==> config.mk <==
export PLATFORM = sky130hd
export DESIGN_NAME = qmm_recip
export DESIGN_NICKNAME = d
export VERILOG_FILES = /design/src/rtl/core/qmm_pkg.sv /design/src/rtl/core/qmm_recip.sv
export SDC_FILE = /design/constraint.sdc
export NUM_CORES = 1
export LEC_CHECK = 0
export BUFFER_PORTS_ARGS = -buffer_cell sky130_fd_sc_hd__clkbuf_2
export CAP_MARGIN = 0
export CORE_MARGIN = 2
export CORE_UTILIZATION = 47
export CTS_CLUSTER_SIZE = 24
export DETAILED_ROUTE_END_ITERATION = 6
export PLACE_DENSITY_LB_ADDON = 0.05
export SYNTH_ARGS = -nofsm -noshare
export SYNTH_HDL_FRONTEND = slang
export SYNTH_SLANG_ARGS = --single-unit
==> constraint.sdc <==
create_clock -name clock -period 3.25 [get_ports clock]
set_input_delay 0.4875 -clock clock [delete_from_list [all_inputs] [get_ports clock]]
set_output_delay 0.4875 -clock clock [all_outputs]
set_load 0.01 [all_outputs]
==> src/rtl/core/qmm_pkg.sv <==
package qmm_pkg;

   localparam int NUM_DIV     = 4;
   localparam int DIV_IDX_W   = 2;
   localparam int DIV_W       = 13;
   localparam int RECIP_SHIFT = 24;
   localparam int RECIP_W     = RECIP_SHIFT + 1;
   localparam int STEP_W      = 5;
   localparam int PIPE_DEPTH  = 11;

   localparam int DUTY_BASE = 2650;
   localparam int DUTY_MIN  = 2400;
   localparam int DUTY_MAX  = 4790;

   localparam logic signed [10:0] CUT_LEVEL = -11'sd850;

   localparam logic [15:0] BATT_RECIP = 16'd52429;
   localparam int          BATT_SHIFT = 20;

   localparam logic [11:0] GAIN_OFFSET  = 12'd303;
   localparam logic [6:0]  GAIN_DEFAULT = 7'd110;
   localparam logic [6:0]  GAIN_MIN     = 7'd95;
   localparam logic [6:0]  GAIN_MAX     = 7'd125;
   localparam logic [11:0] GAIN_HI_EDGE = GAIN_OFFSET - {5'd0, GAIN_MAX};
   localparam logic [11:0] GAIN_LO_EDGE = GAIN_OFFSET - {5'd0, GAIN_MIN};

   typedef logic [NUM_DIV-1:0][DIV_W-1:0]   div_array_type;
   typedef logic [NUM_DIV-1:0][RECIP_W-1:0] recip_array_type;

   typedef enum logic [DIV_IDX_W-1:0] {
      DIV_PLUS  = 2'd0,
      DIV_CROSS = 2'd1,
      DIV_YAW   = 2'd2,
      DIV_SCALE = 2'd3
   } div_sel_type;

   typedef enum logic {
      RCP_IDLE,
      RCP_RUN
   } rcp_state_type;

   typedef enum logic [2:0] {
      CSR_FRAME_MODE   = 3'd0,
      CSR_ROTOR_DIST   = 3'd1,
      CSR_DIAG_DIV     = 3'd2,
      CSR_TORQUE_RATIO = 3'd3,
      CSR_FRAME_SCALE  = 3'd4
   } csr_index_type;

endpackage

==> src/rtl/core/qmm_recip.sv <==
module qmm_recip
   import qmm_pkg::*;
(
   input  logic            clock,
   input  logic            reset,
   input  logic            start,
   input  div_array_type   divisors,
   output logic            busy,
   output recip_array_type recips
);

   rcp_state_type          state_ff, state_in;
   logic [DIV_IDX_W-1:0]   idx_ff, idx_in;
   logic [STEP_W-1:0]      step_ff, step_in;
   logic [DIV_W-1:0]       rem_ff, rem_in;
   logic [RECIP_W-1:0]     quo_ff, quo_in;
   recip_array_type        recips_ff, recips_in;
   logic [DIV_W:0]         rem_sh;
   logic [DIV_W:0]         dcur;
   logic                   qbit;

   // Restoring division of 2^24 by each divisor in turn, one quotient bit per cycle.
   always_comb begin
      state_in  = state_ff;
      idx_in    = idx_ff;
      step_in   = step_ff;
      rem_in    = rem_ff;
      quo_in    = quo_ff;
      recips_in = recips_ff;
      dcur      = {1'b0, divisors[idx_ff]};
      rem_sh    = {rem_ff, (step_ff == STEP_W'(RECIP_SHIFT))};
      qbit      = (rem_sh >= dcur);
      case (state_ff)
         RCP_IDLE: begin
            state_in = RCP_IDLE;
         end
         RCP_RUN: begin
            rem_in = qbit ? DIV_W'(rem_sh - dcur) : rem_sh[DIV_W-1:0];
            quo_in = {quo_ff[RECIP_W-2:0], qbit};
            if (step_ff == '0) begin
               recips_in[idx_ff] = quo_in;
               rem_in  = '0;
               step_in = STEP_W'(RECIP_SHIFT);
               idx_in  = idx_ff + DIV_IDX_W'(1);
               if (idx_ff == DIV_IDX_W'(NUM_DIV - 1)) begin
                  state_in = RCP_IDLE;
               end
            end else begin
               step_in = step_ff - STEP_W'(1);
            end
         end
         default: begin
            state_in = RCP_IDLE;
         end
      endcase
      if (start) begin
         state_in = RCP_RUN;
         idx_in   = '0;
         step_in  = STEP_W'(RECIP_SHIFT);
         rem_in   = '0;
      end
   end

   always_ff @(posedge clock) begin
      if (reset) begin
         state_ff <= RCP_RUN;
         idx_ff   <= '0;
         step_ff  <= STEP_W'(RECIP_SHIFT);
         rem_ff   <= '0;
         quo_ff   <= '0;
      end else begin
         state_ff <= state_in;
         idx_ff   <= idx_in;
         step_ff  <= step_in;
         rem_ff   <= rem_in;
         quo_ff   <= quo_in;
      end
   end

   always_ff @(posedge clock) begin
      recips_ff <= recips_in;
   end

   assign busy   = (state_ff == RCP_RUN);
   assign recips = recips_ff;

endmodule
After elaboration in Yosys (flattened, before gate mapping)
Index checks and enable logic that the tools add are counted.

Output and inout bits: 101. Bits in registers: 145. Input port bits: 55.

Reduce and logical (&&, ||, !) cells: 4. Muxes and demuxes: 11. $lt $le $gt $ge: 3. Eq/ne operators: 2. Add/sub/neg operators: 3. Bitwise gates (word level): 1.

Operators by type and width (number): $bwmux W100 (1); $demux W25 S2 (1); $mux W13 (3); $bmux W13 S2 (1); $mux W25 (1); $ge A14 B13 Y1 (1); $sub A13 B13 Y13 (1); $eq A5 B5 Y1 const B (1); $logic_not A5 Y1 (1); $mux W5 (1); $sub A5 B1 Y5 const B (1); $lt A2 B3 Y1 const B (1); $add A2 B1 Y2 const B (1); $eq A2 B2 Y1 const B (1); $ge A2 B1 Y1 const B (1); $mux W1 (2); $pmux W1 S2 (1); $reduce_and A2 Y1 (1); $reduce_or A2 Y1 (1); $logic_and A1 B1 Y1 (1); $not A1 Y1 (1).

Logic depth before layout (Yosys ltp)
Depth in word-level cells: 5. Depth in mapped cells: 13.

Worst setup path before layout
Ideal clock, no wire load.

Kind: register -> register. Start: register idx_ff[0]. End: register rem_ff[0]. Slack: -0.008 ns. Setup time: 0.122 ns. Clock period less this slack: 3.258 ns. Required time: 3.128 ns. Arrival: 3.136 ns. Path buffers: 3. Cell stages (with the launch flop): 13. Path through: dfxtp_1 -> clkbuf_1 -> buf_2 -> mux4_2 -> ha_1 -> inv_1 -> fa_1 -> a211oi_4 -> o211ai_2 -> a211oi_2 -> nor2_4 -> buf_8 -> a221o_1.

Word-level cells in the longest chain between the ends: 5. Elaborated cells on any way between the ends: 6. Classes of those cells: add/sub (1); order compare (1); mux (4).

RTL lines: from (decl) (line qmm_recip.sv:13) `logic [DIV_IDX_W-1:0] idx_ff, idx_in;`; from (signal assigned) (line qmm_recip.sv:73) `idx_ff <= idx_in;`; $bmux W13 S2 (line qmm_recip.sv:30) `dcur = {1'b0, divisors[idx_ff]};`; $mux W13 (implied by the code) (line qmm_recip.sv:30); $ge A14 B13 Y1 (line qmm_recip.sv:32) `qbit = (rem_sh >= dcur);`; net qbit (line qmm_recip.sv:20) `logic qbit;`; $mux W13 (line qmm_recip.sv:38) `rem_in = qbit ? DIV_W'(rem_sh - dcur) : rem_sh[DIV_W-1:0];`; $mux W13 (line qmm_recip.sv:40) `if (step_ff == '0) begin`; to (signal assigned) (line qmm_recip.sv:75) `rem_ff <= rem_in;`; to (decl) (line qmm_recip.sv:15) `logic [DIV_W-1:0] rem_ff, rem_in;`.

The timed path passes the listed nets, and every way through them passes these cells. The select of a mux whose other input is x is not followed. A chain may end at the register's enable or synchronous reset.

Worst setup path after layout
Start: register idx_ff[0]. End: register rem_ff[11].

Word-level cells in the longest chain between the ends: 5. Elaborated cells on any way between the ends: 6. Classes of those cells: add/sub (1); order compare (1); mux (4).

RTL lines (line): $bmux W13 S2 * (qmm_recip.sv:30); $mux W13 (implied by the code) * (qmm_recip.sv:30); $sub A13 B13 Y13 / $ge A14 B13 Y1 (equally long branches) (qmm_recip.sv:38, qmm_recip.sv:32); $mux W13 * (qmm_recip.sv:38); $mux W13 * (qmm_recip.sv:40).

Mark *: on every way between the ends. The rest lies on a longest branch, timed or not. The select of a mux whose other input is x is not followed.

==> flow_metrics.tcl <==
set metrics [dict create \
    max-vdd-ir-drop_mv 0.263 \
    postSynthAreaPerCell_sq_um 14.1 \
    cts.repair.resized 0 \
    max_slew_margin_pct 61.2 \
    final_period_minus_worst_setup_slack_ps 3070 \
    drt_iter0_markers 276 \
    die_h_um 116 \
    io_buffers 155 \
    grt.overflow.total 0 \
    cts_setup_buffers 0 \
    ys_warn_count 0 \
    tightestPinTransition_ps 582 \
    post-dp-hpwl_um 8130 \
    post-place-cells 733 \
    boundaryPins 156 \
    syn_nets 493 \
    synthDominantCellAreaShare_pct 50.8 \
    cts_tree "done" \
    grt_antenna_before_repair 0 \
    timing.max_cap.violations 0 \
    drt-wirelength-per-cell_um 15.2 \
    groute.usage.overall_pct 17.7 \
    fillers 933 \
    cts-root-to-sink-buffers 2 \
    path_max_fanout 16 \
    leading_cell_types_by_total_area_after_synthesis "sky130_fd_sc_hd__edfxtp_1, sky130_fd_sc_hd__dfxtp_1, sky130_fd_sc_hd__mux2i_1" \
    slew_viol_final 0 \
    finalHoldViolations 0 \
    clock_tree.root_cell "sky130_fd_sc_hd__clkbuf_16" \
    grt_pass1_vias 3638 \
    cell_area_after_technology_mapping_sq_um 5910 \
    antenna_violating_nets_post_route 0 \
    crit_path_end_kind "flip-flop" \
    cp_slowest_cell "sky130_fd_sc_hd__mux4_2" \
    clock-skew-final_ps 9.90 \
    pin_count_of_the_biggest_net_entering_global_routing 27 \
    core_area_sq_um 12200 \
    core.rowCount 40 \
    timing.fmax_mhz 326 \
    clock_latency_ps 410 \
    floorplan.initialDensity_pct 48.6 \
    outcome "complete, no violations" \
    syn_to_final_growth_pct 27.0 \
    synth-edff-count 100 \
    finish.net_count 659 \
    vias 3845 \
    number_of_clock_sinks 145 \
    crit_required_ps 3540 \
    grt_pass1_wl_um 18100 \
    drive_gt1_share_pct 36.3 \
    antennaDiodeCount 0 \
    fp.dieArea_sq_um 13500 \
    drt_wl_total_um 11600 \
    die_width_um 116 \
    clkSlewWorstSetupHoldPaths_ps 60 \
    cts_hold_buf 0 \
    async_flop_share_pct 0 \
    critPathLaunchType "flip-flop" \
    hp-class "primary input to flip-flop" \
    cp_slowest_stage_delay_ps 500 \
    synth.cells.most_frequent "sky130_fd_sc_hd__edfxtp_1, sky130_fd_sc_hd__dfxtp_1, sky130_fd_sc_hd__nor2_1" \
    netlist_instances 418 \
    crit_path_arrival_time_ps 3360 \
    cts-buffers-inserted 17 \
    netlist.top_cell.by_area "sky130_fd_sc_hd__edfxtp_1" \
    criticalPathCategory "flip-flop to flip-flop" \
    synthDistinctLibCells 52 \
    path_cells "buf_12, mux4_2, inv_1, ha_1, nor2b_1, o31a_1, o31a_2, mux2_1, a211oi_1, o21ai_1" \
    final_min_period_over_clock_period_pct 94.4 \
    rsz0062_at_grt "false" \
    drt_pre_antenna_iters 4 \
    drt-vias-per-instance 5.03 \
    drc 0 \
    synth_most_common_cell "sky130_fd_sc_hd__edfxtp_1" \
    final-setup-viol-count 0 \
    synthesized_flop_and_latch_total 145 \
    setup-tns-final_ps 0 \
    yosysSeqAreaShare_pct 66.0 \
    stdcell_count 765 \
    power_per_cell_area_nw_per_um2 543 \
    htreeDepth 4 \
    synth_flop_cell "sky130_fd_sc_hd__edfxtp_1" \
    routabilityCongestion 0.959 \
    leakage_nw 3.18 \
]
==> worst max-delay path, delay by kind of cell (launching register included) <==
family                     cells  cell delay (ps)
and+or+nand+nor                1              150
buffers and inverters          2              310
muxes                          2              810
adders and majority gates      1              250
DFF                            1              390
AOI/OAI and AO/OA              4             1040
==> layout by cell type (no fill, tap or decap), types with 7 or more instances in the layout <==
master                      instances
sky130_fd_sc_hd__clkbuf_16         17
sky130_fd_sc_hd__mux2i_1           32
sky130_fd_sc_hd__inv_1             20
sky130_fd_sc_hd__nand2_1           29
sky130_fd_sc_hd__nor3_1             7
sky130_fd_sc_hd__clkbuf_2         155
sky130_fd_sc_hd__dfxtp_1           44
sky130_fd_sc_hd__a21oi_1            7
sky130_fd_sc_hd__xnor2_1            9
sky130_fd_sc_hd__edfxtp_1         100
sky130_fd_sc_hd__o21ai_0           14
sky130_fd_sc_hd__ha_1              19
sky130_fd_sc_hd__mux4_2            13
sky130_fd_sc_hd__nor2_1            45
==> sequential cells by signal, summed over array words and instances (netlist names) <==
register,cells
busy,1
idx_ff,2
quo_ff,24
recips,100
rem_ff,13
step_ff,5
==> worst paths after layout <==
path	endpoint	depth (start not counted)	from	slack, ps
hold reg to reg	rem_ff[8]$_SDFFE_PP0P_	2	rem_ff[8]$_SDFFE_PP0P_	500
setup reg to reg	rem_ff[11]$_SDFFE_PP0P_	10	idx_ff[0]$_SDFFE_PP0P_	180
setup / recovery	rem_ff[11]$_SDFFE_PP0P_	10	idx_ff[0]$_SDFFE_PP0P_	180
hold / removal	busy$_SDFF_PP1_	3	start	290
==> cells by family (layout without fill, tap and decap cells) <==
logic type | count (synthesis) | count (layout) | synth area share, %
AOI/OAI and AO/OA | 51 | 51 | 6.09
adders and majority gates | 20 | 20 | 4.36
and+or+nand+nor | 107 | 107 | 8.42
DFF | 145 | 145 | 66.0
buffers and inverters | 36 | 215 | 2.64
xor gates and xnor gates | 13 | 13 | 1.93
muxes | 46 | 46 | 10.6
==> cell type report <==
type / count / area (sq um) / share of cell area, %
well taps: 168 / 210 / 2.80
flip-flops and latches: 145 / 3910 / 52.0
repair buffers: 163 / 861 / 11.5
multi-input cells: 237 / 1850 / 24.7
clock inverters: 14 / 179 / 2.38
clock buffers: 18 / 429 / 5.71
inverters: 20 / 75.1 / 0.999
==> report_power, final <==
part           internal, mW  leakage (nW)  switching, mW
clock                  1.22         0.294          0.743
combinational        0.0770          1.60         0.0760
sequential             1.95          1.29        0.00727
total                  3.25          3.18          0.827
==> metrics by stage <==
step / hold WS [ps] / setup WS, ps / total power [mW] / instance area, sq um / util [%]
final: 285 / 183 / 4.08 / 7510 / 61.8
after global routing: 299 / 11.1 / 4.20 / 7510 / 61.8
after CTS: 263 / 121 / 4.12 / 7510 / 61.8
after detailed placement: 490 / 136 / 2.15 / 6910 / 56.8
after global placement: 486 / 153 / 2.15 / 6910 / 56.8
after floorplan: 446 / 83.3 / 2.10 / 5920 / -
==> metal layers <==
metal / part of all wire [%] / wire length, um / vias up / GRT usage [%]
met1: 45 / 5270 / 1791 / 23.1
met4: 1.2 / 137 / 0 / 6.51
met3: 6.5 / 751 / 18 / 4.67
met5: 0 / 0 / - / 0
met2: 47 / 5470 / 158 / 28.8
li1: - / - / 1878 / -
Note: power is estimated with default switching activity, not from simulation.
